### src/rtl/gst_pkg.sv
package gst_pkg;

    // Fixed field widths of the request, response and capacity ports
    localparam int REQ_W       = 3;
    localparam int IDX_W       = 8;
    localparam int GRP_IO_W    = 6;
    localparam int CNT_W       = 9;
    localparam int SIZE_IO_W   = 32;
    localparam int STATUS_W    = 2;
    localparam int POS_W       = 8;
    localparam int CAP_W       = 9;

    localparam logic [CAP_W-1:0] CAP_RESET = 9'd256;

    // Defaults for the top-level parameters
    localparam int MAX_SLOTS_DEF  = 256;
    localparam int GROUP_BITS_DEF = 6;
    localparam int SIZE_BITS_DEF  = 32;

    typedef enum logic [REQ_W-1:0] {
        REQ_INSERT   = 3'd0,
        REQ_FIND     = 3'd1,
        REQ_COMMIT   = 3'd2,
        REQ_RELEASE  = 3'd3,
        REQ_SET_SIZE = 3'd4,
        REQ_READ     = 3'd5
    } t_req;

    typedef enum logic [STATUS_W-1:0] {
        ST_OK    = 2'd0,
        ST_NONE  = 2'd1,
        ST_RANGE = 2'd2
    } t_status;

    // Controller to datapath
    typedef struct packed {
        logic    latch_req;   // capture request fields
        logic    clr_res;     // zero result fields, status ok
        logic    set_status;  // load status below
        t_status status;
        logic    idx_inuse;   // result index from fill level
        logic    idx_ptr;     // result index from scan pointer
        logic    ptr_idx;     // pointer from request index
        logic    ptr_inuse;   // pointer from fill level, position to zero
        logic    ptr_inc;     // advance pointer and position
        logic    rd_next;     // read address is pointer plus one, else request index
        logic    wr_ins;      // write a fresh slot at the pointer
        logic    wr_commit;   // write committed flag at request index
        logic    commit_val;
        logic    wr_size;     // write used size at request index
        logic    grow;        // bump fill level by request count
        logic    cap_read;    // result fields from read data
        logic    load_out;    // move result into output register
    } t_cmd;

    // Datapath to controller
    typedef struct packed {
        t_req req;
        logic fits;
        logic cnt_zero;
        logic in_range;
        logic ins_last;
        logic grp_match;
        logic committed;
        logic scan_last;
        logic out_free;
    } t_stat;

endpackage

### src/rtl/gst_ctrl.sv
module gst_ctrl (
    input  logic           i_clk,
    input  logic           i_rst_n,
    input  logic           i_valid,
    output logic           o_stall,
    input  gst_pkg::t_stat i_stat,
    output gst_pkg::t_cmd  o_cmd
);

    typedef enum logic [5:0] {
        S_IDLE   = 6'b000001,
        S_DECODE = 6'b000010,
        S_INS    = 6'b000100,
        S_SCAN   = 6'b001000,
        S_RDW    = 6'b010000,
        S_FIN    = 6'b100000
    } t_state;

    t_state r_state;
    t_state n_state;

    always_ff @(posedge i_clk) begin
        if (!i_rst_n) begin
            r_state <= S_IDLE;
        end else begin
            r_state <= n_state;
        end
    end

    assign o_stall = (r_state != S_IDLE);

    always_comb begin
        n_state = r_state;
        o_cmd   = '0;
        case (r_state)
            S_IDLE: begin
                if (i_valid) begin
                    o_cmd.latch_req = 1'b1;
                    n_state         = S_DECODE;
                end
            end
            S_DECODE: begin
                o_cmd.clr_res = 1'b1;
                n_state       = S_FIN;
                case (i_stat.req)
                    gst_pkg::REQ_INSERT: begin
                        if (!i_stat.fits) begin
                            o_cmd.set_status = 1'b1;
                            o_cmd.status     = gst_pkg::ST_NONE;
                        end else begin
                            o_cmd.idx_inuse = 1'b1;
                            if (!i_stat.cnt_zero) begin
                                o_cmd.ptr_inuse = 1'b1;
                                n_state         = S_INS;
                            end
                        end
                    end
                    gst_pkg::REQ_FIND: begin
                        if (!i_stat.in_range) begin
                            o_cmd.set_status = 1'b1;
                            o_cmd.status     = gst_pkg::ST_NONE;
                        end else begin
                            o_cmd.ptr_idx = 1'b1;
                            n_state       = S_SCAN;
                        end
                    end
                    gst_pkg::REQ_COMMIT, gst_pkg::REQ_RELEASE: begin
                        if (!i_stat.in_range) begin
                            o_cmd.set_status = 1'b1;
                            o_cmd.status     = gst_pkg::ST_RANGE;
                        end else begin
                            o_cmd.wr_commit  = 1'b1;
                            o_cmd.commit_val = (i_stat.req == gst_pkg::REQ_COMMIT);
                        end
                    end
                    gst_pkg::REQ_SET_SIZE: begin
                        if (!i_stat.in_range) begin
                            o_cmd.set_status = 1'b1;
                            o_cmd.status     = gst_pkg::ST_RANGE;
                        end else begin
                            o_cmd.wr_size = 1'b1;
                        end
                    end
                    gst_pkg::REQ_READ: begin
                        if (!i_stat.in_range) begin
                            o_cmd.set_status = 1'b1;
                            o_cmd.status     = gst_pkg::ST_RANGE;
                        end else begin
                            n_state = S_RDW;
                        end
                    end
                    default: begin
                        n_state = S_FIN;
                    end
                endcase
            end
            S_INS: begin
                o_cmd.wr_ins  = 1'b1;
                o_cmd.ptr_inc = 1'b1;
                if (i_stat.ins_last) begin
                    o_cmd.grow = 1'b1;
                    n_state    = S_FIN;
                end
            end
            S_SCAN: begin
                // read data here belongs to the pointer; prefetch the next slot
                o_cmd.rd_next = 1'b1;
                if (!i_stat.grp_match) begin
                    o_cmd.set_status = 1'b1;
                    o_cmd.status     = gst_pkg::ST_NONE;
                    n_state          = S_FIN;
                end else if (!i_stat.committed) begin
                    o_cmd.idx_ptr = 1'b1;
                    n_state       = S_FIN;
                end else if (i_stat.scan_last) begin
                    o_cmd.set_status = 1'b1;
                    o_cmd.status     = gst_pkg::ST_NONE;
                    n_state          = S_FIN;
                end else begin
                    o_cmd.ptr_inc = 1'b1;
                end
            end
            S_RDW: begin
                o_cmd.cap_read = 1'b1;
                n_state        = S_FIN;
            end
            S_FIN: begin
                if (i_stat.out_free) begin
                    o_cmd.load_out = 1'b1;
                    n_state        = S_IDLE;
                end
            end
            default: begin
                n_state = S_IDLE;
            end
        endcase
    end

endmodule

### config.mk
export PLATFORM = sky130hd
export DESIGN_NAME = gst_ctrl
export DESIGN_NICKNAME = d
export VERILOG_FILES = /design/src/rtl/gst_pkg.sv /design/src/rtl/gst_ctrl.sv
export SDC_FILE = /design/constraint.sdc
export NUM_CORES = 1
export LEC_CHECK = 0
export ABC_AREA = 1
export BUFFER_PORTS_ARGS = -buffer_cell sky130_fd_sc_hd__buf_2
export CORE_MARGIN = 1
export CORE_UTILIZATION = 40
export CTS_BUF_LIST = sky130_fd_sc_hd__clkbuf_8
export CTS_CLUSTER_SIZE = 14
export DETAILED_ROUTE_END_ITERATION = 6
export GPL_TIMING_DRIVEN = 0
export PLACE_DENSITY = 0.76
export SYNTH_ARGS = -nofsm -noshare
export SYNTH_HDL_FRONTEND = slang
export SYNTH_SLANG_ARGS = --single-unit
### constraint.sdc
create_clock -name i_clk -period 1.1 [get_ports i_clk]
set_clock_uncertainty 0.05 [all_clocks]
set_input_delay 0.055 -clock i_clk [delete_from_list [all_inputs] [get_ports i_clk]]
set_output_delay 0.055 -clock i_clk [all_outputs]
set_load 0.02 [all_outputs]
==> impl_metrics.env, run 1 <==
export IMPL_status="finished with violations"
export IMPL_failed_checks="negative setup slack"
export IMPL_timing_rr_start="r_state[3]"
export IMPL_r2r_slack_ns=-0.30
export IMPL_p_int_mw=0.867
export IMPL_synthCells=108
export IMPL_placed_cells=156
export IMPL_p_leak_nw=0.581
export IMPL_die_h_microns=42.2
export IMPL_endpoint_kind="output port"
export IMPL_cp_required_ns=1.00
export IMPL_syn_nets=124
export IMPL_rows=14
export IMPL_area_growth_pct=70.2
export IMPL_grt_max_degree=7
export IMPL_yosys_area_top_type_share=0.186
export IMPL_finalHoldViolCount=0
export IMPL_vias=828
export IMPL_critPathMaxStageDelay_ns=0.32
export IMPL_core_area_sq_um=1510
export IMPL_dp_slack_ns=-0.255
export IMPL_max_cap_violations=0
export IMPL_wl_per_cell_microns=11.1
export IMPL_setup_viol=24
export IMPL_reg_largest_list="r_state (6)"
export IMPL_root_buffer="clkbuf_8"
export IMPL_routed_wl_mm=1.86
export IMPL_route_detailed_drc=0
export IMPL_cp_buffers_inverters=3
export IMPL_crit_arrival_ns=1.36
export IMPL_nFillCells=129
export IMPL_num_antenna_cells=0
export IMPL_first_iter_violations=12
export IMPL_drtAntennaViolNets=0
export IMPL_async_reset_ff_frac=0
export IMPL_largest_reg_flops=6
export IMPL_firstDrtPassIters=3
export IMPL_ys_types=22
export IMPL_sw_frac_of_total=0.446
export IMPL_worstSkewPairLatency_ns=0.22
export IMPL_numCtsBuffers=3
export IMPL_postSynthAreaPerCell_sq_um=5.99
export IMPL_yosysSeqAreaShare=0.186
export IMPL_nNetsFinal=169
export IMPL_h_tree_depth=1
export IMPL_drive_above_1_share=0.563
export IMPL_ys_warn_count=0
export IMPL_start_util=0.429
export IMPL_tightestPinTransition_ns=0.233
export IMPL_rsz0062_at_grt="true"
export IMPL_crit_fanout=6
export IMPL_pwr_share_clk=0.208
export IMPL_hold_class="input port to flip-flop"
export IMPL_grt_pass1_vias=725
export IMPL_port_buffers=32
export IMPL_cts_buffer_depth=2
export IMPL_post_route_period_util=1.34
export IMPL_final_cells=167
export IMPL_synth_edf_count=0
export IMPL_synth_area_leaders="dfxtp_1 (19%), nor2_1 (13%), nand2_1 (12%)"
export IMPL_seqPwrFrac=0.215
export IMPL_die_area_sq_um=1780
export IMPL_ys_ff_latch=6
export IMPL_holdBufCountCts=0
export IMPL_max_freq_mhz=680
export IMPL_timing_final_ws_setup_ns=-0.370
export IMPL_holdWs_ns=0.0400
export IMPL_vdd_ir_drop_max_v=0.00139
export IMPL_tritoncts="done"
export IMPL_cp_slowest_cell="dfxtp_2"
export IMPL_path_cells="inv_2, nand2_2, nor2_4, nand2_4, clkinv_4, nand2_8, nor4_4, buf_4"
export IMPL_max_slew_margin=0.844
export IMPL_hold_path_startpoint="i_rst_n"
export IMPL_track_usage=0.206
export IMPL_syn_cell_area_sq_um=647
export IMPL_grt_pass1_wl_mm=2.88
export IMPL_gr_total_overflow=0
export IMPL_ioPinCount=33
export IMPL_yosys_area_top_type="dfxtp_1"
export IMPL_die_w_microns=42.2
export IMPL_vias_per_cell=4.96
export IMPL_fin_total_pwr_mw=1.56
export IMPL_startpoint_type="flip-flop"
export IMPL_place_congestion=0.783
export IMPL_largest_register="r_state"
export IMPL_power_density_nw_per_um2=1420
export IMPL_crit_start="r_state[2]"
export IMPL_post_dp_cell_area_sq_um=903
export IMPL_cts_sinks=6
export IMPL_p_switching_mw=0.697
export IMPL_min_period_ns=1.47
export IMPL_dp_hpwl_mm=1.32
export IMPL_crit_family="simple AND/OR/NAND/NOR gates"
export IMPL_final_cell_area_sq_um=1100
export IMPL_drv_slew=0
export IMPL_critical_path_class="flip-flop to output port"
export IMPL_path_clk_slew_ns=0.04
export IMPL_synth_flop_cell="dfxtp_1"
export IMPL_antenna_found_initial=0
export IMPL_comb_power_share=0.576
power by group through the flow:
stage | Combinational (mW) | Clock, mW | Sequential (mW)
final | 0.901 | 0.326 | 0.337
after global routing | 0.982 | 0.343 | 0.343
after CTS | 0.861 | 0.336 | 0.329
after detailed placement | 0.726 | 0 | 0.312
after global placement | 0.708 | 0 | 0.311
after floorplan | 0.558 | 0 | 0.306
cell usage in the layout (no fill, tap or decap):
cell and instances:
inv_1 12, a31oi_1 1, dfxtp_4 1, inv_2 6, buf_6 7, nand3_1 7, nor4_4 2, nor2_1 19
or2_4 1, nor3_4 1, inv_4 1, clkinv_4 1, buf_4 17, nand4_1 2, o22ai_1 1, nand3_2 2
nor3_1 3, nand2_1 17, dfxtp_2 5, nor4_2 1, ha_1 2, nor2_4 8, a21oi_1 1, buf_2 16
nand2_4 2, nand2_2 8, clkbuf_8 3, nor2_2 2, o21ai_1 1, nand2_8 1
final cells by class:
class,count,area (sq um),area share
multi-input combinational,82,541,0.491
sequential,6,130,0.118
timing repair buffer,40,287,0.260
inverter,20,82.6,0.0750
tap,16,20.0,0.0182
clock buffer,3,41.3,0.0375
synthesized netlist by cell type, types with 2 or more instances:
cell	count
nand4_1	2
nor2_4	3
nand3_2	2
nor3_1	4
nand2_2	6
nand3_1	7
nor2_2	3
inv_2	5
nand2_4	2
ha_1	2
nor4_2	2
nand2_1	20
nor2_1	23
inv_1	14
dfxtp_1	6
per-layer routing:
layer  up-vias  share of wire  wire length, microns  global-route usage
met5         -              0                     0                   0
met4         0          0.019                    36              0.0688
met3         4          0.042                    78              0.0259
met2        31           0.54                  1000               0.378
met1       366           0.40                   743               0.244
li1        427              -                     -                   -
what timing repair did:
action                                  CTS  global route
pin swaps                                 5             4
endpoints found under the setup margin   24            25
setup buffers                             6             3
gates resized for setup                  31             4
worst paths after layout:
path                     end  cells after the start
setup / recovery    o_cmd[3]                      8
hold / removal    r_state[5]                      3
setup reg to reg  r_state[3]                     11
hold reg to reg   r_state[5]                      2
kinds of logic after synthesis:
family,Yosys count,share of synthesized area
AND/OR/NAND/NOR,76,0.617
flip-flops,6,0.186
AO/OA/AOI/OAI,4,0.0348
adder cells (fa/ha/maj),2,0.0387
buffers and inverters,20,0.124
tightest hold or removal path, stage by stage:
cell and delay, ns:
buf_2 0.11, nand2_1 0.07, nor2_1 0.04
through the flow:
step                       util  TNS [ns]
final                     0.731     -6.32
after global routing      0.731     -7.78
after CTS                 0.713     -6.17
after detailed placement  0.600     -2.32
after global placement    0.600     -1.91
after floorplan               -     -1.44
No activity file was read; power rests on OpenSTA's default activity.
==> run 2, diff against run 1 <==
==> constraint.sdc (replaced) <==
create_clock -name i_clk -period 1.1 [get_ports i_clk]
set_clock_uncertainty 0.05 [all_clocks]
set_input_delay 0.055 -clock i_clk [delete_from_list [all_inputs] [get_ports i_clk]]
set_output_delay 0.055 -clock i_clk [all_outputs]
set_load 0.1 [all_outputs]
==> run 2 against run 1 <==
Compared with the run above:
- synthesized cell count stayed put
- area after synthesis unchanged
- the flow now stops in clock tree synthesis (4_1_cts)
==> impl_metrics.env, run 2 <==
export IMPL_status="did not finish"
export IMPL_lastStage="clock tree synthesis (4_1_cts)"
export IMPL_tool_error="[ERROR DPL-0033] detailed placement checks failed during check placement."
export IMPL_synth_flop_cell="dfxtp_1"
export IMPL_ioPinCount=33
export IMPL_port_buffers=32
export IMPL_synthCells=108
export IMPL_syn_cell_area_sq_um=647
export IMPL_cts_sinks=6
export IMPL_ys_warn_count=0
export IMPL_postSynthAreaPerCell_sq_um=5.99
export IMPL_ctsResizeCount=90
export IMPL_synth_area_leaders="dfxtp_1 (19%), nor2_1 (13%), nand2_1 (12%)"
export IMPL_start_util=0.429
export IMPL_ys_ff_latch=6
export IMPL_syn_nets=124
export IMPL_yosys_area_top_type="dfxtp_1"
export IMPL_numCtsBuffers=3
export IMPL_ys_types=22
export IMPL_synth_edf_count=0
export IMPL_die_h_microns=42.2
export IMPL_dp_slack_ns=-0.643
export IMPL_cts_buffer_depth=2
export IMPL_async_reset_ff_frac=0
export IMPL_holdBufCountCts=0
export IMPL_yosys_area_top_type_share=0.186
export IMPL_cts_setup_buffers=15
export IMPL_synth_most_common_cell="nor2_1"
export IMPL_die_w_microns=42.2
export IMPL_dp_hpwl_mm=1.40
export IMPL_rows=14
export IMPL_root_buffer="clkbuf_8"
export IMPL_yosys_top_cells_count="nor2_1 (23), nand2_1 (20), inv_1 (14), nand3_1 (7)"
export IMPL_place_congestion=0.805
export IMPL_yosysSeqAreaShare=0.186
export IMPL_h_tree_depth=1
==> run 2: cell counts after synthesis <==
Identical to the previous run, type by type.
==> run 2: cell families after synthesis <==
group           share of synthesized area
buf+inv                             0.124
fa+ha+maj                          0.0387
flops                               0.186
simple gates                        0.617
compound gates                     0.0348
==> run 2: stage by stage <==
step	instances	cell area (sq um)	utilization	hold slack, ns
floorplan	108	820	-	0.125
global placement	156	1000	0.664	0.262
detailed placement	156	1000	0.664	0.263
==> run 3, diff against run 2 <==
--- a/config.mk
+++ b/config.mk
@@ -7,13 +7,11 @@
 export LEC_CHECK = 0
 export ABC_AREA = 1
 export BUFFER_PORTS_ARGS = -buffer_cell sky130_fd_sc_hd__buf_2
-export CORE_MARGIN = 1
-export CORE_UTILIZATION = 40
-export CTS_BUF_LIST = sky130_fd_sc_hd__clkbuf_8
-export CTS_CLUSTER_SIZE = 14
+export CORE_AREA = 2 2 63 65
 export DETAILED_ROUTE_END_ITERATION = 6
+export DIE_AREA = 0 0 65 67
 export GPL_TIMING_DRIVEN = 0
-export PLACE_DENSITY = 0.76
+export PLACE_DENSITY_LB_ADDON = 0.15
 export SYNTH_ARGS = -nofsm -noshare
 export SYNTH_HDL_FRONTEND = slang
 export SYNTH_SLANG_ARGS = --single-unit
==> constraint.sdc (replaced) <==
create_clock -name i_clk -period 1.45 [get_ports i_clk]
set_clock_uncertainty 0.05 [all_clocks]
set_input_delay 0.0725 -clock i_clk [delete_from_list [all_inputs] [get_ports i_clk]]
set_output_delay 0.0725 -clock i_clk [all_outputs]
set_load 0.1 [all_outputs]
==> run 3 against run 2 <==
Compared with the run above:
- the flow now finishes, with violations (negative setup slack)
==> impl_metrics.env, run 3 (synthesized netlist as in run 1, its figures left out) <==
export IMPL_status="finished with violations"
export IMPL_failed_checks="negative setup slack"
export IMPL_cts_buffer_depth=2
export IMPL_finalHoldViolCount=0
export IMPL_reg_largest_list="r_state (6)"
export IMPL_final_cell_area_sq_um=1590
export IMPL_final_cell_mix="nor2_4 (15), buf_12 (15), buf_2 (13), nor2_1 (12), nand2_1 (12)"
export IMPL_max_slew_margin=0.822
export IMPL_p_leak_nw=0.721
export IMPL_path_clk_slew_ns=0.03
export IMPL_regArea_sq_um=134
export IMPL_vdd_ir_drop_max_v=0.000462
export IMPL_max_freq_mhz=577
export IMPL_num_antenna_cells=0
export IMPL_h_tree_depth=1
export IMPL_crit_fanout=4
export IMPL_die_h_microns=67
export IMPL_post_dp_cell_area_sq_um=1010
export IMPL_timing_final_ws_setup_ns=-0.282
export IMPL_root_buffer="clkbuf_8"
export IMPL_holdBufCountCts=0
export IMPL_setup_viol=14
export IMPL_tritoncts="done"
export IMPL_final_cells=209
export IMPL_drive_above_1_share=0.677
export IMPL_die_area_sq_um=4360
export IMPL_rows=22
export IMPL_cp_required_ns=1.33
export IMPL_min_period_ns=1.73
export IMPL_vias_per_cell=4.05
export IMPL_grt_max_degree=7
export IMPL_hold_class="input port to flip-flop"
export IMPL_gr_total_overflow=0
export IMPL_max_cap_violations=0
export IMPL_track_usage=0.106
export IMPL_die_w_microns=65
export IMPL_reg2regPathDepth=11
export IMPL_numCtsBuffers=3
export IMPL_ioPinCount=33
export IMPL_firstDrtPassIters=4
export IMPL_endpoint_kind="output port"
export IMPL_critical_path_class="flip-flop to output port"
export IMPL_startpoint_type="flip-flop"
export IMPL_cts_sinks=6
export IMPL_power_density_nw_per_um2=1160
export IMPL_dp_hpwl_mm=1.63
export IMPL_rsz0062_at_grt="true"
export IMPL_start_util=0.179
export IMPL_first_iter_violations=13
export IMPL_largest_reg_flops=6
export IMPL_route_detailed_drc=0
export IMPL_place_congestion=0.845
export IMPL_routed_wl_mm=2.28
export IMPL_multiInputGateArea_sq_um=692
export IMPL_drv_slew=0
export IMPL_drtAntennaViolNets=0
export IMPL_grt_pass1_vias=829
export IMPL_antenna_found_initial=0
export IMPL_grt_pass1_wl_mm=3.54
export IMPL_area_growth_pct=146
export IMPL_nNetsFinal=179
export IMPL_placed_cells=188
export IMPL_port_buffers=32
export IMPL_min_path_cells=3
export IMPL_wl_per_cell_microns=10.9
export IMPL_nFillCells=354
export IMPL_crit_arrival_ns=1.61
export IMPL_r2r_slack_ns=-0.01
export IMPL_core_area_sq_um=3610
export IMPL_worstSkewPairLatency_ns=0.22
export IMPL_largest_register="r_state"
export IMPL_post_route_period_util=1.19
export IMPL_tightestPinTransition_ns=0.267
export IMPL_vias=846
==> run 3: layout make-up <==
| type | count | share of cell area |
|---|---|---|
| multi-input combinational | 82 | 0.435 |
| timing repair buffer | 50 | 0.364 |
| sequential | 6 | 0.0841 |
| inverter | 20 | 0.0535 |
| tap | 48 | 0.0377 |
| clock buffer | 3 | 0.0259 |
==> run 3: worst paths after layout <==
check              from         end
max          r_state[3]   o_cmd[15]
min             i_rst_n  r_state[5]
max reg2reg  r_state[3]  r_state[4]
min reg2reg  r_state[5]  r_state[5]
==> run 3: where the power goes <==
part | leakage [nW] | switching, mW | total, mW | internal (mW)
Combinational | 0.647 | 0.815 | 1.34 | 0.528
Sequential | 0.0522 | 0.0524 | 0.259 | 0.207
Clock | 0.0216 | 0.0629 | 0.240 | 0.178
==> run 3: per-stage QoR <==
stage | power, mW | setup TNS, ns | hold slack [ns] | worst slack (ns) | utilization
after floorplan | 0.947 | -6.22 | 0.143 | -0.981 | -
after global placement | 1.08 | -1.40 | 0.278 | -0.307 | 0.281
after detailed placement | 1.08 | -1.62 | 0.279 | -0.337 | 0.281
after CTS | 1.59 | -1.78 | 0.0453 | -0.266 | 0.388
after global routing | 1.93 | -3.36 | 0.0602 | -0.347 | 0.441
final | 1.84 | -2.34 | 0.0430 | -0.282 | 0.441
==> run 3: routing by layer <==
| layer | vias to the layer above | GRT usage | part of all wire |
|---|---|---|---|
| li1 | 447 | - | - |
| met1 | 378 | 0.122 | 0.41 |
| met2 | 19 | 0.191 | 0.53 |
| met3 | 2 | 0.0118 | 0.040 |
| met4 | 0 | 0.0559 | 0.014 |
| met5 | - | 0 | 0 |
==> run 3: repair_timing <==
action / 4_1_cts / 5_1_grt
setup endpoints to repair: 19 / 23
setup buffers: 12 / 7
pin swaps: 6 / 15
resized for setup: 66 / 41
gates cloned: 0 / 0
==> run 3: critical path: stages, from the launching register on <==
cell and delay, ns:
dfxtp_4 0.34, inv_2 0.07, nand2_4 0.06, nor2_4 0.17
nand2_4 0.09, buf_6 0.14, nor2_4 0.09, nand2_4 0.07
nand2_8 0.07, or2_4 0.12, buf_12 0.16
